$ cat config.mk
export PLATFORM = sky130hd
export DESIGN_NAME = json_byte_tokenizer_unit
export DESIGN_NICKNAME = d
export VERILOG_FILES = /design/src/jbt_pkg.sv /design/src/json_byte_tokenizer_unit.sv /design/src/jbt_front.sv /design/src/jbt_queue.sv /design/src/jbt_back.sv
export SDC_FILE = /design/constraint.sdc
export NUM_CORES = 1
export LEC_CHECK = 0
export BUFFER_PORTS_ARGS = -buffer_cell sky130_fd_sc_hd__buf_2
export CAP_MARGIN = 20
export CORE_MARGIN = 8
export CORE_UTILIZATION = 60
export CTS_CLUSTER_DIAMETER = 150
export DETAILED_ROUTE_END_ITERATION = 6
export PLACE_DENSITY = 0.77
export REMOVE_ABC_BUFFERS = 1
export SLEW_MARGIN = 15
export SYNTH_ARGS = -nofsm -noshare
export SYNTH_HDL_FRONTEND = slang
export SYNTH_SLANG_ARGS = --single-unit
$ cat constraint.sdc
create_clock -name clk -period 9.6 [get_ports clk]
set_input_delay 1.92 -clock clk [delete_from_list [all_inputs] [get_ports clk]]
set_output_delay 1.92 -clock clk [all_outputs]
set_load 0.05 [all_outputs]
$ cat src/jbt_pkg.sv
`default_nettype none

package jbt_pkg;

  // Token kinds reported on the result channel
  localparam logic [3:0] K_END    = 4'd0;
  localparam logic [3:0] K_LBRACE = 4'd1;
  localparam logic [3:0] K_RBRACE = 4'd2;
  localparam logic [3:0] K_LBRACK = 4'd3;
  localparam logic [3:0] K_RBRACK = 4'd4;
  localparam logic [3:0] K_COLON  = 4'd5;
  localparam logic [3:0] K_COMMA  = 4'd6;
  localparam logic [3:0] K_NULL   = 4'd7;
  localparam logic [3:0] K_TRUE   = 4'd8;
  localparam logic [3:0] K_FALSE  = 4'd9;
  localparam logic [3:0] K_NUMBER = 4'd10;
  localparam logic [3:0] K_STRING = 4'd11;
  localparam logic [3:0] K_ERROR  = 4'd12;

  // Most results one input byte can cause
  localparam int MAX_RES = 3;

  // One result item
  typedef struct packed {
    logic [3:0] kind;
    logic [7:0] data;
    logic       valid;
    logic       done;
  } result_t;

  // All results caused by one input byte, slot 0 first
  typedef struct packed {
    logic [1:0]               cnt;
    result_t [MAX_RES-1:0]    res;
  } bundle_t;

  // Queue status seen by the top level and the back
  typedef struct packed {
    logic full;
    logic empty;
  } q_status_t;

endpackage

`default_nettype wire

$ cat src/json_byte_tokenizer_unit.sv
// JSON byte tokenizer.
// Input stream: one text byte per transaction on in_tdata[7:0]; byte 0 ends
// the text. Output stream: token events, up to three per input byte, with
// out_tlast marking the final event caused by a byte. Whitespace, opening
// quotes, backslashes, early hex digits and early keyword letters give none.
// The front scan stage updates the tokenizer state in the cycle a byte is
// accepted and queues the byte's events as one bundle; the back stage plays
// bundles out one event per cycle while out_tready is high, from a
// registered output. The first event of a byte is written into the queue
// and then loaded into the back stage's bundle register before it leaves.
// Throughput: one byte per cycle while each byte gives at most one event
// and out_tready is high; a byte with more events holds the output until
// they have all left, and the queue of QUEUE_DEPTH bundles absorbs this.
// When the receiver stalls, events wait at the output and the queue fills;
// in_tready drops only when the queue is full.
// Reset (rst_n low, synchronous) empties the queue, returns the scanner to
// idle between tokens and clears the sticky error state.
`default_nettype none

module json_byte_tokenizer_unit #(
  parameter int QUEUE_DEPTH = 4
) (
  input  wire logic        clk,
  input  wire logic        rst_n,
  input  wire logic        in_tvalid,
  output logic             in_tready,
  input  wire logic [7:0]  in_tdata,   // [7:0] in_byte
  output logic             out_tvalid,
  input  wire logic        out_tready,
  output logic [15:0]      out_tdata,  // [7:0] out_byte, [8] token_done, rest zero
  output logic [4:0]       out_tuser,  // [3:0] token_kind, [4] byte_valid
  output logic             out_tlast   // last_result
);
  import jbt_pkg::*;

  bundle_t   push_bundle;
  bundle_t   pop_bundle;
  logic      push;
  logic      pop;
  logic      in_fire;
  q_status_t q_status;

  assign in_tready = !q_status.full;
  assign in_fire   = in_tvalid && in_tready;

  jbt_front u_front (
    .clk         (clk),
    .rst_n       (rst_n),
    .in_fire     (in_fire),
    .in_byte     (in_tdata),
    .push_bundle (push_bundle),
    .push        (push)
  );

  jbt_queue #(
    .DEPTH (QUEUE_DEPTH)
  ) u_queue (
    .clk       (clk),
    .rst_n     (rst_n),
    .push      (push),
    .push_data (push_bundle),
    .pop       (pop),
    .pop_data  (pop_bundle),
    .status    (q_status)
  );

  jbt_back u_back (
    .clk        (clk),
    .rst_n      (rst_n),
    .pop_data   (pop_bundle),
    .status     (q_status),
    .pop        (pop),
    .out_tvalid (out_tvalid),
    .out_tready (out_tready),
    .out_tdata  (out_tdata),
    .out_tuser  (out_tuser),
    .out_tlast  (out_tlast)
  );

endmodule

`default_nettype wire

$ cat src/jbt_front.sv
`default_nettype none

module jbt_front (
  input  wire logic            clk,
  input  wire logic            rst_n,
  input  wire logic            in_fire,
  input  wire logic [7:0]      in_byte,
  output jbt_pkg::bundle_t     push_bundle,
  output logic                 push
);
  import jbt_pkg::*;

  typedef enum logic [12:0] {
    M_IDLE    = 13'b0000000000001,
    M_KEYWORD = 13'b0000000000010,
    M_NSIGN   = 13'b0000000000100,
    M_NZERO   = 13'b0000000001000,
    M_NINT    = 13'b0000000010000,
    M_NDOT    = 13'b0000000100000,
    M_NFRAC   = 13'b0000001000000,
    M_NE      = 13'b0000010000000,
    M_NESIGN  = 13'b0000100000000,
    M_NEXP    = 13'b0001000000000,
    M_STR     = 13'b0010000000000,
    M_ESC     = 13'b0100000000000,
    M_HEX     = 13'b1000000000000
  } mode_t;

  localparam logic [7:0] CH_QUOTE = 8'h22;
  localparam logic [7:0] CH_BSL   = 8'h5c;
  localparam logic [7:0] CH_SLASH = 8'h2f;
  localparam logic [7:0] CH_MINUS = 8'h2d;
  localparam logic [7:0] CH_PLUS  = 8'h2b;
  localparam logic [7:0] CH_DOT   = 8'h2e;
  localparam logic [7:0] CH_ZERO  = 8'h30;
  localparam logic [7:0] CH_LO_E  = 8'h65;
  localparam logic [7:0] CH_UP_E  = 8'h45;
  localparam logic [7:0] CH_SPACE = 8'h20;

  localparam logic [1:0] KW_NULL  = 2'd0;
  localparam logic [1:0] KW_TRUE  = 2'd1;
  localparam logic [1:0] KW_FALSE = 2'd2;

  // Letter expected at a keyword position
  function automatic logic [7:0] kw_char(input logic [1:0] w, input logic [2:0] p);
    logic [7:0] c;
    c = 8'h00;
    case ({w, p})
      {KW_NULL, 3'd0}:  c = 8'h6e;
      {KW_NULL, 3'd1}:  c = 8'h75;
      {KW_NULL, 3'd2}:  c = 8'h6c;
      {KW_NULL, 3'd3}:  c = 8'h6c;
      {KW_TRUE, 3'd0}:  c = 8'h74;
      {KW_TRUE, 3'd1}:  c = 8'h72;
      {KW_TRUE, 3'd2}:  c = 8'h75;
      {KW_TRUE, 3'd3}:  c = 8'h65;
      {KW_FALSE, 3'd0}: c = 8'h66;
      {KW_FALSE, 3'd1}: c = 8'h61;
      {KW_FALSE, 3'd2}: c = 8'h6c;
      {KW_FALSE, 3'd3}: c = 8'h73;
      {KW_FALSE, 3'd4}: c = 8'h65;
      default:          c = 8'h00;
    endcase
    return c;
  endfunction

  function automatic logic [2:0] kw_len(input logic [1:0] w);
    return (w == KW_FALSE) ? 3'd5 : 3'd4;
  endfunction

  function automatic logic is_digit(input logic [7:0] b);
    return (b >= 8'h30) && (b <= 8'h39);
  endfunction

  // Hex digit value; bit 4 set when the byte is not a hex digit
  function automatic logic [4:0] hex_value(input logic [7:0] b);
    logic [4:0] v;
    if (is_digit(b)) begin
      v = {1'b0, b[3:0]};
    end else if ((b >= 8'h61 && b <= 8'h66) || (b >= 8'h41 && b <= 8'h46)) begin
      v = {1'b0, b[3:0] + 4'd9};
    end else begin
      v = 5'h10;
    end
    return v;
  endfunction

  function automatic result_t mk(input logic [3:0] k, input logic [7:0] d,
                                 input logic v, input logic dn);
    result_t r;
    r.kind  = k;
    r.data  = v ? d : 8'h00;
    r.valid = v;
    r.done  = dn;
    return r;
  endfunction

  // State registers
  mode_t       mode_r, mode_nxt;
  logic [1:0]  kw_which_r, kw_which_nxt;
  logic [2:0]  kw_pos_r, kw_pos_nxt;
  logic [15:0] hex_acc_r, hex_acc_nxt;
  logic [2:0]  hex_cnt_r, hex_cnt_nxt;
  logic        err_r, err_nxt;

  // Start-of-token decode of the incoming byte
  logic        st_has;
  result_t     st_res;
  mode_t       st_mode;
  logic        st_kw;
  logic [1:0]  st_which;
  logic        st_err;

  always_comb begin
    st_has   = 1'b0;
    st_res   = mk(K_END, 8'h00, 1'b0, 1'b1);
    st_mode  = M_IDLE;
    st_kw    = 1'b0;
    st_which = KW_NULL;
    st_err   = 1'b0;
    case (in_byte)
      8'h00: begin st_has = 1'b1; st_res = mk(K_END, 8'h00, 1'b0, 1'b1); end
      8'h20, 8'h09, 8'h0a, 8'h0d: st_has = 1'b0;
      8'h7b: begin st_has = 1'b1; st_res = mk(K_LBRACE, 8'h00, 1'b0, 1'b1); end
      8'h7d: begin st_has = 1'b1; st_res = mk(K_RBRACE, 8'h00, 1'b0, 1'b1); end
      8'h5b: begin st_has = 1'b1; st_res = mk(K_LBRACK, 8'h00, 1'b0, 1'b1); end
      8'h5d: begin st_has = 1'b1; st_res = mk(K_RBRACK, 8'h00, 1'b0, 1'b1); end
      8'h3a: begin st_has = 1'b1; st_res = mk(K_COLON, 8'h00, 1'b0, 1'b1); end
      8'h2c: begin st_has = 1'b1; st_res = mk(K_COMMA, 8'h00, 1'b0, 1'b1); end
      8'h6e: begin st_kw = 1'b1; st_which = KW_NULL;  st_mode = M_KEYWORD; end
      8'h74: begin st_kw = 1'b1; st_which = KW_TRUE;  st_mode = M_KEYWORD; end
      8'h66: begin st_kw = 1'b1; st_which = KW_FALSE; st_mode = M_KEYWORD; end
      CH_MINUS: begin
        st_has = 1'b1; st_res = mk(K_NUMBER, in_byte, 1'b1, 1'b0); st_mode = M_NSIGN;
      end
      CH_ZERO: begin
        st_has = 1'b1; st_res = mk(K_NUMBER, in_byte, 1'b1, 1'b0); st_mode = M_NZERO;
      end
      CH_QUOTE: st_mode = M_STR;
      default: begin
        if (is_digit(in_byte)) begin
          st_has = 1'b1; st_res = mk(K_NUMBER, in_byte, 1'b1, 1'b0); st_mode = M_NINT;
        end else begin
          st_has = 1'b1; st_res = mk(K_ERROR, 8'h00, 1'b0, 1'b1); st_err = 1'b1;
        end
      end
    endcase
  end

  // Main scan step
  bundle_t     bnd;
  logic        do_start;
  logic [1:0]  kw_w;
  logic [2:0]  kw_p;
  logic [2:0]  kw_p1;
  logic [4:0]  hv;
  logic [15:0] acc;
  logic [2:0]  hcnt1;
  logic [7:0]  esc_v;
  logic        esc_ok;

  always_comb begin
    mode_nxt     = mode_r;
    kw_which_nxt = kw_which_r;
    kw_pos_nxt   = kw_pos_r;
    hex_acc_nxt  = hex_acc_r;
    hex_cnt_nxt  = hex_cnt_r;
    err_nxt      = err_r;
    bnd          = '0;
    do_start     = 1'b0;
    kw_w         = (kw_which_r == 2'd3) ? KW_NULL : kw_which_r;
    kw_p         = (kw_pos_r < kw_len(kw_w)) ? kw_pos_r : 3'd0;
    kw_p1        = kw_p + 3'd1;
    hv           = hex_value(in_byte);
    acc          = {hex_acc_r[11:0], hv[3:0]};
    hcnt1        = hex_cnt_r + 3'd1;
    esc_v        = 8'h00;
    esc_ok       = 1'b1;
    case (in_byte)
      CH_QUOTE: esc_v = CH_QUOTE;
      CH_BSL:   esc_v = CH_BSL;
      CH_SLASH: esc_v = CH_SLASH;
      8'h62:    esc_v = 8'h08;
      8'h66:    esc_v = 8'h0c;
      8'h6e:    esc_v = 8'h0a;
      8'h72:    esc_v = 8'h0d;
      8'h74:    esc_v = 8'h09;
      default:  esc_ok = 1'b0;
    endcase

    if (err_r) begin
      bnd.res[0] = mk(K_ERROR, 8'h00, 1'b0, 1'b1);
      bnd.cnt    = 2'd1;
    end else begin
      case (mode_r)
        M_KEYWORD: begin
          if (in_byte != kw_char(kw_w, kw_p)) begin
            err_nxt = 1'b1;
          end else begin
            kw_pos_nxt = kw_p1;
            if (kw_p1 >= kw_len(kw_w)) begin
              bnd.res[0] = mk(K_NULL + {2'b00, kw_w}, 8'h00, 1'b0, 1'b1);
              bnd.cnt    = 2'd1;
              mode_nxt   = M_IDLE;
            end
          end
        end
        M_NSIGN: begin
          if (is_digit(in_byte)) begin
            bnd.res[0] = mk(K_NUMBER, in_byte, 1'b1, 1'b0);
            bnd.cnt    = 2'd1;
            mode_nxt   = (in_byte == CH_ZERO) ? M_NZERO : M_NINT;
          end else begin
            err_nxt = 1'b1;
          end
        end
        M_NZERO, M_NINT: begin
          if (is_digit(in_byte)) begin
            if (mode_r == M_NZERO) begin
              err_nxt = 1'b1;
            end else begin
              bnd.res[0] = mk(K_NUMBER, in_byte, 1'b1, 1'b0);
              bnd.cnt    = 2'd1;
            end
          end else if (in_byte == CH_DOT) begin
            bnd.res[0] = mk(K_NUMBER, in_byte, 1'b1, 1'b0);
            bnd.cnt    = 2'd1;
            mode_nxt   = M_NDOT;
          end else if (in_byte == CH_LO_E || in_byte == CH_UP_E) begin
            bnd.res[0] = mk(K_NUMBER, in_byte, 1'b1, 1'b0);
            bnd.cnt    = 2'd1;
            mode_nxt   = M_NE;
          end else begin
            do_start = 1'b1;
          end
        end
        M_NDOT: begin
          if (is_digit(in_byte)) begin
            bnd.res[0] = mk(K_NUMBER, in_byte, 1'b1, 1'b0);
            bnd.cnt    = 2'd1;
            mode_nxt   = M_NFRAC;
          end else begin
            err_nxt = 1'b1;
          end
        end
        M_NFRAC: begin
          if (is_digit(in_byte)) begin
            bnd.res[0] = mk(K_NUMBER, in_byte, 1'b1, 1'b0);
            bnd.cnt    = 2'd1;
          end else if (in_byte == CH_LO_E || in_byte == CH_UP_E) begin
            bnd.res[0] = mk(K_NUMBER, in_byte, 1'b1, 1'b0);
            bnd.cnt    = 2'd1;
            mode_nxt   = M_NE;
          end else begin
            do_start = 1'b1;
          end
        end
        M_NE: begin
          if (in_byte == CH_PLUS || in_byte == CH_MINUS) begin
            bnd.res[0] = mk(K_NUMBER, in_byte, 1'b1, 1'b0);
            bnd.cnt    = 2'd1;
            mode_nxt   = M_NESIGN;
          end else if (is_digit(in_byte)) begin
            bnd.res[0] = mk(K_NUMBER, in_byte, 1'b1, 1'b0);
            bnd.cnt    = 2'd1;
            mode_nxt   = M_NEXP;
          end else begin
            err_nxt = 1'b1;
          end
        end
        M_NESIGN: begin
          if (is_digit(in_byte)) begin
            bnd.res[0] = mk(K_NUMBER, in_byte, 1'b1, 1'b0);
            bnd.cnt    = 2'd1;
            mode_nxt   = M_NEXP;
          end else begin
            err_nxt = 1'b1;
          end
        end
        M_NEXP: begin
          if (is_digit(in_byte)) begin
            bnd.res[0] = mk(K_NUMBER, in_byte, 1'b1, 1'b0);
            bnd.cnt    = 2'd1;
          end else begin
            do_start = 1'b1;
          end
        end
        M_STR: begin
          if (in_byte < CH_SPACE) begin
            err_nxt = 1'b1;
          end else if (in_byte == CH_QUOTE) begin
            bnd.res[0] = mk(K_STRING, 8'h00, 1'b0, 1'b1);
            bnd.cnt    = 2'd1;
            mode_nxt   = M_IDLE;
          end else if (in_byte == CH_BSL) begin
            mode_nxt = M_ESC;
          end else begin
            bnd.res[0] = mk(K_STRING, in_byte, 1'b1, 1'b0);
            bnd.cnt    = 2'd1;
          end
        end
        M_ESC: begin
          mode_nxt = M_STR;
          if (in_byte == 8'h75) begin
            hex_acc_nxt = 16'h0000;
            hex_cnt_nxt = 3'd0;
            mode_nxt    = M_HEX;
          end else if (esc_ok) begin
            bnd.res[0] = mk(K_STRING, esc_v, 1'b1, 1'b0);
            bnd.cnt    = 2'd1;
          end else begin
            err_nxt = 1'b1;
          end
        end
        M_HEX: begin
          if (hv[4]) begin
            err_nxt = 1'b1;
          end else begin
            hex_acc_nxt = acc;
            hex_cnt_nxt = hcnt1;
            if (hcnt1 >= 3'd4) begin
              hex_cnt_nxt = 3'd0;
              mode_nxt    = M_STR;
              // Encode the code point as UTF-8; code point zero adds nothing
              if (acc <= 16'h007f) begin
                if (acc != 16'h0000) begin
                  bnd.res[0] = mk(K_STRING, acc[7:0], 1'b1, 1'b0);
                  bnd.cnt    = 2'd1;
                end
              end else if (acc <= 16'h07ff) begin
                bnd.res[0] = mk(K_STRING, {3'b110, acc[10:6]}, 1'b1, 1'b0);
                bnd.res[1] = mk(K_STRING, {2'b10, acc[5:0]}, 1'b1, 1'b0);
                bnd.cnt    = 2'd2;
              end else begin
                bnd.res[0] = mk(K_STRING, {4'b1110, acc[15:12]}, 1'b1, 1'b0);
                bnd.res[1] = mk(K_STRING, {2'b10, acc[11:6]}, 1'b1, 1'b0);
                bnd.res[2] = mk(K_STRING, {2'b10, acc[5:0]}, 1'b1, 1'b0);
                bnd.cnt    = 2'd3;
              end
            end
          end
        end
        default: do_start = 1'b1;
      endcase

      // Close a pending number, then treat the byte as a token start
      if (do_start) begin
        if (mode_r != M_IDLE) begin
          bnd.res[0] = mk(K_NUMBER, 8'h00, 1'b0, 1'b1);
          bnd.cnt    = 2'd1;
        end
        mode_nxt = st_mode;
        if (st_has) begin
          bnd.res[bnd.cnt] = st_res;
          bnd.cnt          = bnd.cnt + 2'd1;
        end
        if (st_kw) begin
          kw_which_nxt = st_which;
          kw_pos_nxt   = 3'd1;
        end
        if (st_err) begin
          err_nxt = 1'b1;
        end
      end else if (err_nxt) begin
        // Fail from inside a token
        bnd.res[bnd.cnt] = mk(K_ERROR, 8'h00, 1'b0, 1'b1);
        bnd.cnt          = bnd.cnt + 2'd1;
        mode_nxt         = M_IDLE;
      end
    end
  end

  // Advance state on each accepted transaction
  always_ff @(posedge clk) begin
    if (!rst_n) begin
      mode_r     <= M_IDLE;
      kw_which_r <= 2'd0;
      kw_pos_r   <= 3'd0;
      hex_acc_r  <= 16'h0000;
      hex_cnt_r  <= 3'd0;
      err_r      <= 1'b0;
    end else if (in_fire) begin
      mode_r     <= mode_nxt;
      kw_which_r <= kw_which_nxt;
      kw_pos_r   <= kw_pos_nxt;
      hex_acc_r  <= hex_acc_nxt;
      hex_cnt_r  <= hex_cnt_nxt;
      err_r      <= err_nxt;
    end
  end

  assign push_bundle = bnd;
  assign push        = in_fire && (bnd.cnt != 2'd0);

  // Error stays until reset
  a_err_sticky: assert property (@(posedge clk) disable iff (!rst_n)
    err_r |=> err_r) else $error("error flag cleared without reset");

  // Once in error every accepted byte yields exactly one error result
  a_err_one: assert property (@(posedge clk) disable iff (!rst_n)
    (in_fire && err_r) |-> (push && bnd.cnt == 2'd1 && bnd.res[0].kind == K_ERROR))
    else $error("error state gave a wrong result bundle");

endmodule

`default_nettype wire

$ cat src/jbt_queue.sv
`default_nettype none

module jbt_queue #(
  parameter int DEPTH = 4
) (
  input  wire logic              clk,
  input  wire logic              rst_n,
  input  wire logic              push,
  input  wire jbt_pkg::bundle_t  push_data,
  input  wire logic              pop,
  output jbt_pkg::bundle_t       pop_data,
  output jbt_pkg::q_status_t     status
);
  import jbt_pkg::*;

  localparam int AW = (DEPTH > 1) ? $clog2(DEPTH) : 1;
  localparam int CW = $clog2(DEPTH + 1);

  bundle_t         store_r [DEPTH];
  logic [AW-1:0]   wr_ptr_r, wr_ptr_nxt;
  logic [AW-1:0]   rd_ptr_r, rd_ptr_nxt;
  logic [CW-1:0]   count_r, count_nxt;

  // Advance pointers with wrap at the queue depth
  always_comb begin
    wr_ptr_nxt = wr_ptr_r;
    rd_ptr_nxt = rd_ptr_r;
    count_nxt  = count_r;
    if (push) begin
      wr_ptr_nxt = (wr_ptr_r == AW'(DEPTH - 1)) ? '0 : wr_ptr_r + AW'(1);
    end
    if (pop) begin
      rd_ptr_nxt = (rd_ptr_r == AW'(DEPTH - 1)) ? '0 : rd_ptr_r + AW'(1);
    end
    if (push && !pop) begin
      count_nxt = count_r + CW'(1);
    end else if (pop && !push) begin
      count_nxt = count_r - CW'(1);
    end
  end

  always_ff @(posedge clk) begin
    if (!rst_n) begin
      wr_ptr_r <= '0;
      rd_ptr_r <= '0;
      count_r  <= '0;
    end else begin
      wr_ptr_r <= wr_ptr_nxt;
      rd_ptr_r <= rd_ptr_nxt;
      count_r  <= count_nxt;
    end
  end

  // Hold bundle payloads
  always_ff @(posedge clk) begin
    if (push) begin
      store_r[wr_ptr_r] <= push_data;
    end
  end

  assign pop_data     = store_r[rd_ptr_r];
  assign status.full  = (count_r == CW'(DEPTH));
  assign status.empty = (count_r == '0);

  a_no_overflow: assert property (@(posedge clk) disable iff (!rst_n)
    !(push && status.full)) else $error("push into full queue");

  a_no_underflow: assert property (@(posedge clk) disable iff (!rst_n)
    !(pop && status.empty)) else $error("pop from empty queue");

endmodule

`default_nettype wire

$ cat src/jbt_back.sv
`default_nettype none

module jbt_back (
  input  wire logic              clk,
  input  wire logic              rst_n,
  input  wire jbt_pkg::bundle_t  pop_data,
  input  wire jbt_pkg::q_status_t status,
  output logic                   pop,
  output logic                   out_tvalid,
  input  wire logic              out_tready,
  output logic [15:0]            out_tdata,
  output logic [4:0]             out_tuser,
  output logic                   out_tlast
);
  import jbt_pkg::*;

  bundle_t    cur_r;
  logic       cur_valid_r;
  logic [1:0] idx_r;
  logic       at_last;
  logic       out_fire;
  result_t    sel;

  assign sel      = cur_r.res[idx_r];
  assign at_last  = (idx_r == cur_r.cnt - 2'd1);
  assign out_fire = cur_valid_r && out_tready;
  // Load the next bundle when empty or when the final result leaves
  assign pop      = !status.empty && (!cur_valid_r || (out_fire && at_last));

  always_ff @(posedge clk) begin
    if (!rst_n) begin
      cur_valid_r <= 1'b0;
      idx_r       <= 2'd0;
    end else if (pop) begin
      cur_valid_r <= 1'b1;
      idx_r       <= 2'd0;
    end else if (out_fire) begin
      if (at_last) begin
        cur_valid_r <= 1'b0;
        idx_r       <= 2'd0;
      end else begin
        idx_r <= idx_r + 2'd1;
      end
    end
  end

  always_ff @(posedge clk) begin
    if (pop) begin
      cur_r <= pop_data;
    end
  end

  assign out_tvalid = cur_valid_r;
  assign out_tdata  = {7'b0, sel.done, sel.data};
  assign out_tuser  = {sel.valid, sel.kind};
  assign out_tlast  = at_last;

  a_idx_range: assert property (@(posedge clk) disable iff (!rst_n)
    cur_valid_r |-> (cur_r.cnt != 2'd0 && idx_r < cur_r.cnt))
    else $error("result index outside held bundle");

endmodule

`default_nettype wire

==> results.md, run 1 <==
Status:
- The flow ran to the end, and the final reports show no timing, DRC or antenna violations.

Synthesis:
- Yosys printed 0 warnings.
- The async set-or-reset flop fraction in the synthesized netlist is 0%.
- The synthesized design contains 220 enable-type register cells.
- The main flop type after synthesis is sky130_fd_sc_hd__edfxtp_1.
- The area of the mapped netlist is about 13000 sq um.
- The number of standard cells after synthesis is between 1000 and 1500.
- Ranked by total cell area, the synthesized netlist is headed by sky130_fd_sc_hd__edfxtp_1 (50%), sky130_fd_sc_hd__mux4_2 (7.5%), sky130_fd_sc_hd__dfxtp_1 (6.6%).
- Yosys mapped the design onto 92 distinct sky130hd cell types.
- Summed over its instances, the top area cell type makes up around half of the synthesized netlist area.
- The portion of the post-synthesis area used by sequential elements is between 50 and 60%.
- After synthesis the netlist holds a flip-flop and latch count of roughly 260.
- The average instance in the mapped netlist occupies between 10 and 15 sq um.
- Summed over all instances, the cell type with the most area after synthesis is sky130_fd_sc_hd__edfxtp_1.

Timing:
- The measured slew at the worst slew-check pin is 934.1 ps.
- The routed design could run at a clock period as short as ~6200 ps.
- Clock skew on the completed layout was measured at 14.72 ps.
- The final setup violation count is 0.
- The max-slew violation count is 0.
- Adding up every negative setup slack in the final design gives 0 ps.
- The post-route clock period utilization is approximately 65%.
- The headroom to the max-slew limit is 37.15%.
- The total count of hold-check failures in the final report is 0.
- Setup repair after global routing left no endpoint under its margin.
- The worst-case hold slack is 463.5 ps.
- Setup slack closes at 3354 ps.
- The maximum clock frequency is about 0.16 GHz.

Floorplanning:
- The initial core utilization is 61.04%.
- The initialized floorplan defines 54 standard-cell rows.
- Pin placement for this block handled 36 I/O pins.
- From bottom edge to top edge, the die measures about 160 um.
- The die covers between 20000 and 30000 sq um.
- The floorplan step defined a core boundary enclosing roughly 22000 sq um.
- The horizontal extent of the die is around 160 um.

Layout:
- The layout-stage area growth over the synthesis result is 8.452%.
- After routing the design area is 14400 sq um.
- The net count of the finished layout is between 1000 and 1500.
- The post-route netlist has between 10% and 20% of its cells at a drive strength greater than 1.
- The total inserted antenna cells is 0.
- The post-layout utilization of the core is about two thirds.

Placement:
- After detailed placement, the total cell area comes to approximately 14000 sq um.
- The placed wire-length estimate is 22880 um.
- The number of buffers added on ports is 28.
- Timing analysis after detailed placement gives a worst setup slack of around 3000 ps.
- The placer's final routability congestion estimate is about 0.99.

Clock network:
- The clock latency on the worst-skew pair is around 520 ps.
- For this design, the sink count on the clock tree is approximately 260.
- The CTS root buffer is sky130_fd_sc_hd__clkbuf_16.
- In this run the deepest clock path goes through 3 buffers.
- The count of hold-fix buffers inserted at cts is 0.
- CTS built an H-tree with a depth of 1.
- The TritonCTS buffer count is 26.
- After clock tree synthesis, the clock-pin slew on the worst setup and hold paths is approximately 60 ps.
- After clock tree synthesis, the setup repair step added 0 buffers.
- TritonCTS built the clock tree.
- The count of instances resized after the clock tree is built is 0.

Route:
- The routed design has 33660 um of wire.
- The first detailed-routing pass ran for 5 iterations.
- The remaining design rule violation count is 0.
- The routed layout has ~9200 vias.
- After detailed routing, the average wire length per cell comes to ~24 um.
- In the routed layout, each cell is associated on average with a via count of 6.617.
- The first routing iteration left ~840 violations.
- The antenna violation net count after detailed routing is 0.

Critical path:
- The category of the critical setup timing path is in2reg.
- The endpoint class of the critical path is a flop.
- The maximum fanout count along the critical path is 17.
- The type of element launching the critical path is an input port.
- The data arrival time at the worst-slack endpoint is roughly 6700 ps.
- Data on the critical path is required at its endpoint by between 10000 and 15000 ps.

Power:
- Across the VDD grid, the largest voltage drop is ~170 uV.
- The net load switching power is about 1.1 mW.
- The internal power of the cells totals 2.450 mW.
- In this run, flip-flops and latches consume between 40% and 50% of the power.
- The analysis attributes to cell leakage a power of roughly 4.9 nW.
- For this design the ratio of total power to cell area is between 200 and 250 nW/um^2.
- The share of total power dissipated in the clock network is 27.5%.
- The proportion of total power due to net switching is between 30% and 40%.
- Combinational cells account for 23.9% of the total power.

Global routing:
- The via count of the first global-routing pass is roughly 9000.
- The maximum number of pins on one net before global-route repair is between 40 and 50.
- The initial antenna violation count came to 0.
- The aggregate global routing overflow is 0.
- In the global route stage, overall resource usage came out at between 20% and 30%.
- The global-route wire length before repair is 52050 um.

Run:
- The number of violations of the max-capacitance limit is 0.

Worst hold path:
- The path class of the tightest hold or removal check is reg2reg.
[path summary, 6_finish.rpt]
kind	slack, ps	end	cells past startpoint	start
setup / recovery	3350	u_queue.count_r[2]	16	in_tdata[1]
hold / removal	460	u_front.hex_cnt_r[1]	2	u_front.hex_cnt_r[1]
setup reg to reg	4880	u_queue.count_r[2]	13	u_front.mode_r[8]
hold reg to reg	460	u_front.hex_cnt_r[1]	2	u_front.hex_cnt_r[1]
[power by group through the flow]
stage / logic (mW) / registers [mW] / clock network (mW)
final: 0.844 / 1.72 / 0.973
after global routing: 0.910 / 1.75 / 1.03
after CTS: 0.853 / 1.72 / 0.988
after detailed placement: 0.849 / 1.74 / 0
after global placement: 0.823 / 1.72 / 0
after floorplan: 0.618 / 1.71 / 0
[synthesized netlist by cell type (7+ instances only)]
cell type                  instances
sky130_fd_sc_hd__mux2i_1          24
sky130_fd_sc_hd__buf_2            20
sky130_fd_sc_hd__a31oi_1           7
sky130_fd_sc_hd__dfxtp_1          44
sky130_fd_sc_hd__buf_4            10
sky130_fd_sc_hd__nor4b_1           7
sky130_fd_sc_hd__edfxtp_1        220
sky130_fd_sc_hd__xnor2_1           9
sky130_fd_sc_hd__o31ai_1          10
sky130_fd_sc_hd__inv_1            26
sky130_fd_sc_hd__and2_1           12
sky130_fd_sc_hd__buf_1             7
sky130_fd_sc_hd__o211ai_1         10
sky130_fd_sc_hd__nor2b_1          14
sky130_fd_sc_hd__nand2_1         117
sky130_fd_sc_hd__a22oi_1           8
sky130_fd_sc_hd__and3_1           14
sky130_fd_sc_hd__nand2b_1         10
sky130_fd_sc_hd__ha_1             27
sky130_fd_sc_hd__nand3_1          33
sky130_fd_sc_hd__a21oi_1          58
sky130_fd_sc_hd__a22o_1            9
sky130_fd_sc_hd__nor4_1            8
sky130_fd_sc_hd__nor3b_1           7
sky130_fd_sc_hd__nor3_1           21
sky130_fd_sc_hd__or3_1             9
sky130_fd_sc_hd__clkbuf_1         33
sky130_fd_sc_hd__nand4_1          19
sky130_fd_sc_hd__o21a_1            9
sky130_fd_sc_hd__mux4_2           44
sky130_fd_sc_hd__o21ai_0          39
sky130_fd_sc_hd__nor2_1           65
[cells in the final DEF, fill, tap and decap left out, types with 5 or more instances in the layout]
cell / count
sky130_fd_sc_hd__xor2_1: 6
sky130_fd_sc_hd__a31oi_1: 7
sky130_fd_sc_hd__a21o_1: 6
sky130_fd_sc_hd__buf_4: 14
sky130_fd_sc_hd__a22oi_1: 8
sky130_fd_sc_hd__or3_1: 9
sky130_fd_sc_hd__clkinv_1: 5
sky130_fd_sc_hd__xnor2_1: 9
sky130_fd_sc_hd__o211ai_1: 10
sky130_fd_sc_hd__and3_1: 14
sky130_fd_sc_hd__nand4_1: 19
sky130_fd_sc_hd__o31ai_1: 10
sky130_fd_sc_hd__conb_1: 18
sky130_fd_sc_hd__nor2_1: 65
sky130_fd_sc_hd__nor3_1: 21
sky130_fd_sc_hd__dfxtp_1: 42
sky130_fd_sc_hd__mux2i_1: 24
sky130_fd_sc_hd__clkinv_2: 7
sky130_fd_sc_hd__nor4b_1: 7
sky130_fd_sc_hd__o21a_1: 9
sky130_fd_sc_hd__and2_1: 8
sky130_fd_sc_hd__edfxtp_1: 220
sky130_fd_sc_hd__mux4_2: 44
sky130_fd_sc_hd__nand2_1: 117
sky130_fd_sc_hd__and4_1: 5
sky130_fd_sc_hd__nor2b_1: 14
sky130_fd_sc_hd__ha_1: 27
sky130_fd_sc_hd__buf_2: 28
sky130_fd_sc_hd__nor4_1: 8
sky130_fd_sc_hd__nand2b_1: 10
sky130_fd_sc_hd__a21oi_1: 58
sky130_fd_sc_hd__inv_1: 25
sky130_fd_sc_hd__a211oi_1: 5
sky130_fd_sc_hd__nor3b_1: 7
sky130_fd_sc_hd__a22o_1: 9
sky130_fd_sc_hd__nand3_1: 33
sky130_fd_sc_hd__o21ai_0: 39
sky130_fd_sc_hd__clkbuf_16: 27
[kinds of logic after synthesis]
family / share of synthesized area, %
DFF: 56.38
other: 0.05656
adders and majority gates: 2.695
buffers and inverters: 3.562
xor gates and xnor gates: 0.9894
muxes: 9.356
and+or+nand+nor: 15.90
AOI/OAI and AO/OA: 11.06
[layout make-up]
type | instances | area, sq um
clock inverters | 14 | 100.1
multi-input cells | 725 | 5384
well taps | 280 | 350.3
flip-flops and latches | 264 | 7492
repair buffers | 42 | 245.2
clock buffers | 34 | 732.0
fillers | 1624 | 7355
inverters | 26 | 97.59
[flip-flops by register name, indices dropped and copies added (netlist names)]
name / count
u_queue.store_r: 176
u_back.cur_r: 44
u_front.mode_r: 13
u_front.hex_acc_r: 12
u_front.hex_cnt_r: 3
u_front.kw_pos_r: 3
u_queue.count_r: 3
u_back.idx_r: 2
u_front.kw_which_r: 2
u_queue.rd_ptr_r: 2
u_queue.wr_ptr_r: 2
u_back.out_tvalid: 1
u_front.err_r: 1
[metrics by stage]
| step | cells | total power, mW |
|---|---|---|
| 2_1_floorplan | 1015 | 2.328 |
| 3_3_place_gp | 1336 | 2.538 |
| 3_5_place_dp | 1336 | 2.584 |
| 4_1_cts | 1384 | 3.564 |
| 5_1_grt | 1385 | 3.689 |
| 6_report | 1385 | 3.533 |
[per-layer routing]
| metal | vias up | wire length, um | global-route usage, % |
|---|---|---|---|
| met5 | - | 0 | 0 |
| met4 | 0 | 834 | 6.470 |
| met3 | 62 | 2456 | 3.091 |
| met2 | 428 | 16740 | 42.85 |
| met1 | 4541 | 13620 | 33.21 |
| li1 | 4133 | - | - |
[worst max-delay path, stage by stage]
cell and delay, ps:
sky130_fd_sc_hd__buf_2 250, sky130_fd_sc_hd__inv_1 130, sky130_fd_sc_hd__ha_1 350, sky130_fd_sc_hd__o21ba_2 210, sky130_fd_sc_hd__o21a_1 570, sky130_fd_sc_hd__a221oi_4 160
sky130_fd_sc_hd__nor4_2 770, sky130_fd_sc_hd__nand2_1 440, sky130_fd_sc_hd__o31ai_1 250, sky130_fd_sc_hd__o41a_1 350, sky130_fd_sc_hd__ha_1 220, sky130_fd_sc_hd__inv_1 60
sky130_fd_sc_hd__fa_1 370, sky130_fd_sc_hd__xor2_1 180, sky130_fd_sc_hd__or3_1 320, sky130_fd_sc_hd__a21oi_1 140
No activity file was read; power rests on OpenSTA's default activity.
==> inputs of run 2 (changes only) <==
--- a/config.mk
+++ b/config.mk
@@ -8,7 +8,7 @@
 export BUFFER_PORTS_ARGS = -buffer_cell sky130_fd_sc_hd__buf_2
 export CAP_MARGIN = 20
 export CORE_MARGIN = 8
-export CORE_UTILIZATION = 60
+export CORE_UTILIZATION = 57
 export CTS_CLUSTER_DIAMETER = 150
 export DETAILED_ROUTE_END_ITERATION = 6
 export PLACE_DENSITY = 0.77
==> constraint.sdc (replaced) <==
create_clock -name clk -period 5.55 [get_ports clk]
set_input_delay 1.11 -clock clk [delete_from_list [all_inputs] [get_ports clk]]
set_output_delay 1.11 -clock clk [all_outputs]
set_load 0.05 [all_outputs]
==> run 2 against run 1 <==
  * Cell count rose by 4.0%
  * Sequential power rose by 73%
  * Combinational power rose by 78%
  * Register-to-register slack got worse by 3800 ps
  * Critical path type unchanged
  * Largest power group unchanged
  * Highest routed layer unchanged
==> results.md, run 2 (same netlist as run 1, synthesis figures left out) <==
Clock network:
- In this run the number of H-tree levels came out at 1.
- The CTS root buffer is sky130_fd_sc_hd__clkbuf_16.
- The count of hold-fix buffers inserted at cts is 0.
- Clock latency on the worst-skew pair, taken at its later pin, is roughly 530 ps.
- Clock-pin slew was measured on the worst setup and hold paths at 60 ps.
- Gates resized during post-CTS repair numbered 0.
- The number of setup buffers added after CTS is 0.
- The TritonCTS buffer count is 27.
- The clock drives 264 sinks.
- The CTS tree is done.
- The clock passes through at most 3 buffers.

Global routing:
- Entering global routing, the biggest net connects 48 pins.
- After global routing the overflow that remains totals 0.
- The via count of the first global-routing pass is between 9000 and 10000.
- The initial antenna violation count was 0.
- The first global-routing pass estimated 53100 um of wire.
- Global routing consumed, over all layers together, 24.03% of the routing resources.

Layout:
- The register with the most flip-flops is u_queue.store_r.
- In the layout the commonest cells are sky130_fd_sc_hd__edfxtp_1 (220), sky130_fd_sc_hd__nand2_1 (117), sky130_fd_sc_hd__nor2_1 (65).
- The register with the most flip-flops in the layout has about 180 of them.
- The repair_antennas step left the layout with diodes totalling 0.
- The layout-stage area growth over the synthesis result is 10.08%.
- The filler cell count is approximately 1800.
- The number of nets in the layout is 1144.
- The share of cells above drive strength 1 is approximately 16%.
- The number of cells in the finished layout apart from fillers is about 1400.
- Once layout is complete, the utilization of the core stands at between 60% and 70%.
- Leaving out fill and tap cells, the most frequent cell in the layout is sky130_fd_sc_hd__edfxtp_1.
- Once layout is done, the placed cells without fillers occupy 14620 sq um.
- The largest registers in the layout are u_queue.store_r (176), u_back.cur_r (44), u_front.mode_r (13).

Power:
- Power comes to 6.170 mW.
- The worst-case IR drop observed on VDD is 308.3 uV.
- The static leakage is 4.984 nW.
- In this run the power density over the cells is ~420 nW/um^2.

Timing:
- Timing would allow up to around 0.22 GHz.
- After layout, the worst path uses between 80 and 90% of the clock period.
- The final setup violation count is 0.
- The max-slew violation count is 0.
- Hold is met by 466.9 ps.
- The clock period minus final worst setup slack is around 4600 ps.
- The total negative slack is 0 ps.
- The measured slew at the worst slew-check pin is just over 1000 ps.
- Setup repair after global routing left no endpoint under its margin.
- Across the routed clock network, the largest skew measured is 23.59 ps.
- The total count of hold-check failures in the final report is 0.
- The worst-case setup margin in the final layout is just under 1000 ps.
- The headroom to the max-slew limit is between 30% and 40%.

Worst hold path:
- The cell depth of the worst hold path is 2.
- In this run the most critical hold path is launched from u_front.hex_cnt_r[1].
- The path with the worst hold slack has its endpoint at u_front.hex_cnt_r[1].
- The class of the worst hold path is reg2reg.

Route:
- The detailed-route via count is around 9200.
- The routed length per placed instance is ~24 um.
- The count of routing violations after the opening detailed-route iteration is between 800 and 900.
- The routed length on met2 is around 17000 um.
- The highest metal layer carrying signal wires in the routed design is met4.
- The antenna violation net count after detailed routing is 0.
- After detailed routing, the number of vias per cell comes to between 6 and 7.
- The met1 wire length is about 14000 um.
- The final layout contains routed wiring with a total length of around 34000 um.
- After detailed routing, the number of remaining DRC violations is 0.
- After detailed routing, the met3 layer carries ~2000 um of wire.
- The count of TritonRoute iterations in the first routing pass is 5.

Floorplanning:
- The area of the core is approximately 23000 sq um.
- Row generation in the floorplan step produced 56 rows.
- The die area is roughly 28000 sq um.
- The horizontal extent of the die is between 150 and 200 um.
- In this run the count of I/O pins placed on the die edge is 36.
- Measured along the y axis, the die boundary spans 168.6 um.
- For this configuration, the core starts out at a cell density of a little under three fifths.

Critical path:
- The slowest stage of the critical path is the sky130_fd_sc_hd__or4b_1 cell.
- Among cell families on the critical path, the largest total delay comes from simple AND/OR/NAND/NOR gates.
- The endpoint class of the critical path is a flop.
- Measured in cells, the most critical reg-to-reg path has a length of 18.
- The worst reg2reg path endpoint is u_queue.count_r[2].
- The source of the critical timing path is in_tdata[0].
- The largest single stage delay on the critical path is ~550 ps.
- Walking the worst path, the cells encountered are buf_2 -> inv_1 -> ha_1 -> o21ba_2 -> o21a_1 -> buf_4 -> xnor2_1 -> nand4_1 -> nor4b_1 -> or4b_1 -> o41a_1 -> ha_1 -> inv_1 -> fa_1 -> xor2_1 -> or3_1 -> a21oi_1.
- The setup slack of the worst register-to-register path is 1100 ps.
- The maximum fanout count along the critical path is 8.
- The critical path is of the in2reg type.
- The startpoint of the worst register-to-register path is u_front.kw_which_r[0].
- STA classifies the critical path startpoint as an input port.
- STA puts the critical path data required time at around 6000 ps.
- The critical path contains buffers and inverters numbering 4 combined.
- For the worst setup path, the data arrival time is 5050 ps.

Placement:
- Once placement finished, the instance area stood at about 14000 sq um.
- Input and output buffers added on the ports amount to 28.
- Counting tap cells, the placed design contains a total of roughly 1400 instances.
- The placed wire-length estimate is about 24000 um.
- The worst slack after detailed placement is 482.2 ps.
- At the end of routability-driven placement, the weighted congestion stood at 1.023.

Run:
- The number of violations of the max-capacitance limit is 0.

Status:
- The flow ran to the end, and the final reports show no timing, DRC or antenna violations.
## run 2: where the power goes
part	switching, mW	internal (mW)	total, mW	leakage (nW)
clock network	0.723	0.983	1.71	0.401
logic	0.926	0.570	1.50	2.23
registers	0.254	2.71	2.97	2.36
total	1.90	4.27	6.17	4.98
## run 2: metal layers
metal  GRT usage, %  vias up
met5              0        -
met4          7.298        0
met3          3.005       75
met2          42.10      397
met1          30.82     4577
li1               -     4172
## run 2: worst max-delay path by stage
| stage | to | slack (ps) | depth (start not counted) |
|---|---|---|---|
| after floorplan | u_queue.store_r[0][0] | 640 | 10 |
| after global placement | u_queue.count_r[2] | 470 | 17 |
| after detailed placement | u_queue.count_r[2] | 480 | 17 |
| after CTS | u_queue.count_r[2] | 1040 | 17 |
| after global routing | u_queue.count_r[2] | 690 | 18 |
| final | u_queue.count_r[2] | 970 | 17 |
## run 2: tightest hold or removal path: cells and delay by family (launching register included)
kind             cells  cell delay, ps
flip-flops           1             310
AND/OR/NAND/NOR      1              60
AO/OA/AOI/OAI        1              50
## run 2: area by class of cell
| cell class | instances | area [sq um] | share of cell area, % |
|---|---|---|---|
| Inverter | 26 | 97.59 | 0.6676 |
| Sequential cell | 264 | 7492 | 51.25 |
| Multi-Input combinational cell | 725 | 5384 | 36.83 |
| Clock inverter | 15 | 136.4 | 0.9330 |
| Tap cell | 319 | 399.1 | 2.730 |
| Clock buffer | 31 | 690.7 | 4.725 |
| Timing Repair Buffer | 60 | 417.9 | 2.859 |
==> inputs of run 3 (changes only) <==
--- a/config.mk
+++ b/config.mk
@@ -8,7 +8,7 @@
 export BUFFER_PORTS_ARGS = -buffer_cell sky130_fd_sc_hd__buf_2
 export CAP_MARGIN = 20
 export CORE_MARGIN = 8
-export CORE_UTILIZATION = 57
+export CORE_UTILIZATION = 60
 export CTS_CLUSTER_DIAMETER = 150
 export DETAILED_ROUTE_END_ITERATION = 6
 export PLACE_DENSITY = 0.77
==> constraint.sdc (replaced) <==
create_clock -name clk -period 4.7 [get_ports clk]
set_input_delay 0.94 -clock clk [delete_from_list [all_inputs] [get_ports clk]]
set_output_delay 0.94 -clock clk [all_outputs]
set_load 0.05 [all_outputs]
==> run 3 against run 2 <==
  * Non-clock buffer count up 33
  * Register-to-register slack got worse by 730 ps
  * Critical endpoint is now u_queue.store_r[0][6]
  * Critical path depth shrank 1
==> results.md, run 3 (same netlist as run 1, synthesis figures left out) <==
Status:
- The flow ran to the end, and the final reports show no timing, DRC or antenna violations.

Power:
- The maximum VDD drop is roughly 440 uV.
- In this run the static leakage power is between 5 and 6 nW.
- Dividing total power by cell area gives a power density of about 500 nW/um^2.

Critical path:
- Of all nets on the critical path, the largest fanout is 7.
- The data arrival time at the worst-slack endpoint is 4520 ps.
- STA classifies the critical path endpoint as a flop.
- The category of the critical setup timing path is reg2reg.
- At the worst endpoint, the required time is 4890 ps.
- The type of element launching the critical path is a flop.

Global routing:
- The total overflow left after global routing is 0.
- The initial antenna violation count is 0.
- The total routing usage reported by global routing is between 20 and 30%.
- The global-route wire length before repair is between 50000 and 60000 um.
- Entering global routing, the biggest net connects 48 pins.
- The via count of the first global-routing pass is 9149.

Timing:
- Measured against its own limit, the worst slew margin works out to about a quarter.
- Setup repair after global routing left no endpoint under its margin.
- After routing, the total negative slack on setup checks comes to 0 ps.
- The worst-case hold slack is about 460 ps.
- The clock period minus final worst setup slack is between 4000 and 5000 ps.
- The maximum clock frequency is around 0.23 GHz.
- The max-slew violation count is 0.
- At the pin with the least slew margin, the transition time is 1132 ps.
- Between clock sinks in the finished design, the worst skew comes to 19.99 ps.
- The post-route clock period utilization is between 90 and 100%.
- The total count of hold-check failures in the final report was 0.
- The final setup violation count is 0.

Layout:
- The top cell types in the final layout, fill and taps aside, are sky130_fd_sc_hd__edfxtp_1 (220), sky130_fd_sc_hd__nand2_1 (117), sky130_fd_sc_hd__nor2_1 (65).
- Compared with the post-synthesis result, the final layout area differs by 11.95%.
- The register with the most flip-flops in the layout has 176 of them.
- Cells fill around 68% of the core in the end.
- In the final layout, the share of cells above drive strength 1 is around 18%.
- In the final layout, the registers with the most flip-flops are u_queue.store_r (176), u_back.cur_r (44), u_front.mode_r (13).
- The most common library cell in the layout ignoring fill and taps is sky130_fd_sc_hd__edfxtp_1.
- After the last flow step, the layout net total stands at approximately 1200.
- The total inserted antenna cells is 0.
- Ranked by flip-flop count, first place goes to u_queue.store_r.

Clock network:
- The number of setup buffers added after CTS is 0.
- The clock input transition at the sequential cells of the worst setup and hold paths is around 70 ps.
- After clock tree synthesis, the repair step resized 0 gates.
- The number of sinks driven by the clock tree is 264.
- CTS built an H-tree with a depth of 1.
- CTS placed an instance of sky130_fd_sc_hd__clkbuf_16 at the clock tree root.
- The longest clock path from root to sink contains 3 buffers.
- The clock latency on the worst-skew pair is between 500 and 600 ps.
- The number of hold buffers added after CTS was 0.
- The CTS tree is done.
- The TritonCTS buffer count is 27.

Floorplanning:
- The die area is 27150 sq um.
- From bottom edge to top edge, the die measures 164.8 um.
- The I/O pin count is 36.
- The initial core utilization is 61.04%.
- The total area inside the core boundary comes to 21760 sq um.
- The number of core rows is 54.
- Measured along the x axis, the die boundary spans 164.8 um.

Route:
- For this block, the initial DRC count from the detailed router was 966.
- For this block, the routed nets add up to between 30000 and 40000 um of wire.
- In the routed layout, each cell is associated on average with a via count of about 6.5.
- The pre-antenna-repair detailed-routing pass consisted of 7 iterations.
- The routed layout has roughly 9300 vias.
- Once detail routing completed, the nets flagged for antenna violations numbered 0.
- For this run, design rule violations remaining after detail routing come to 0.
- Dividing the detail-routed wire length by the instance count gives roughly 24 um.

Run:
- Max-cap violations in this run came to 0.

Placement:
- The placer's final routability congestion estimate is 0.9967.
- The count of buffers added on input and output ports is 28.
- Detailed placement ended at an HPWL of about 24000 um.

Worst hold path:
- The tightest min-delay check is of the reg2reg type.
run 3: cell count changes in the layout (fill, tap and decap cells not counted), moves of 2 or more:
cell and change:
sky130_fd_sc_hd__clkinv_4 +2, sky130_fd_sc_hd__inv_6 -4, sky130_fd_sc_hd__clkinv_1 -3, sky130_fd_sc_hd__buf_4 +31
sky130_fd_sc_hd__clkbuf_1 +4, sky130_fd_sc_hd__clkbuf_8 +2, sky130_fd_sc_hd__clkinvlp_4 +2, sky130_fd_sc_hd__buf_12 +2
run 3: metrics by stage:
step                cell area (sq um)  power, mW  setup slack [ps]  instances
floorplan                       12960      4.756            -39.19       1015
global placement                14010      5.238             133.6       1388
detailed placement              14010      5.323             80.34       1388
CTS                             14870      7.384             405.0       1437
global route                    14870      7.627             159.2       1437
finish                          14870      7.313             370.7       1437
run 3: layout make-up:
cell class / count / area, sq um
flip-flops and latches: 264 / 7492
fillers: 1567 / 6890
well taps: 280 / 350.3
repair buffers: 93 / 690.7
inverters: 26 / 97.59
multi-input cells: 725 / 5384
clock buffers: 38 / 758.2
clock inverters: 11 / 92.59
run 3: power by group:
part / switching [mW] / total (mW) / leakage (nW) / internal, mW
clock network: 0.849 / 2.03 / 0.408 / 1.18
registers: 0.295 / 3.50 / 2.36 / 3.21
logic: 1.10 / 1.78 / 2.39 / 0.685
run 3: path summary, 6_finish.rpt:
| kind | from | to | slack, ps | cells after the start |
|---|---|---|---|---|
| worst min register to register | u_front.hex_cnt_r[1] | u_front.hex_cnt_r[1] | 460 | 2 |
| worst min-delay path | u_front.hex_cnt_r[1] | u_front.hex_cnt_r[1] | 460 | 2 |
| worst max register to register | u_front.kw_pos_r[2] | u_queue.store_r[0][6] | 370 | 16 |
| worst max-delay path | u_front.kw_pos_r[2] | u_queue.store_r[0][6] | 370 | 16 |
run 3: layer usage:
| metal | share of wire [%] | vias up | track usage [%] |
|---|---|---|---|
| met1 | 40 | 4644 | 33.27 |
| met3 | 6.8 | 64 | 3.390 |
| met4 | 2.4 | 0 | 7.412 |
| li1 | - | 4239 | - |
| met2 | 50 | 370 | 44.63 |
| met5 | 0 | - | 0 |
run 3: worst max-delay path: stages, from the launching register on:
cell                       delay [ps]
sky130_fd_sc_hd__dfxtp_1          330
sky130_fd_sc_hd__nand2b_1         180
sky130_fd_sc_hd__inv_1            200
sky130_fd_sc_hd__ha_1             210
sky130_fd_sc_hd__inv_1             50
sky130_fd_sc_hd__ha_1             160
sky130_fd_sc_hd__mux2i_1          160
sky130_fd_sc_hd__xnor2_1          130
sky130_fd_sc_hd__a22oi_1          110
sky130_fd_sc_hd__a311oi_1         360
sky130_fd_sc_hd__and4_1           390
sky130_fd_sc_hd__or4b_1           200
sky130_fd_sc_hd__buf_4            150
sky130_fd_sc_hd__inv_1             80
sky130_fd_sc_hd__ha_1             220
sky130_fd_sc_hd__a21o_1           240
sky130_fd_sc_hd__a311oi_1         790
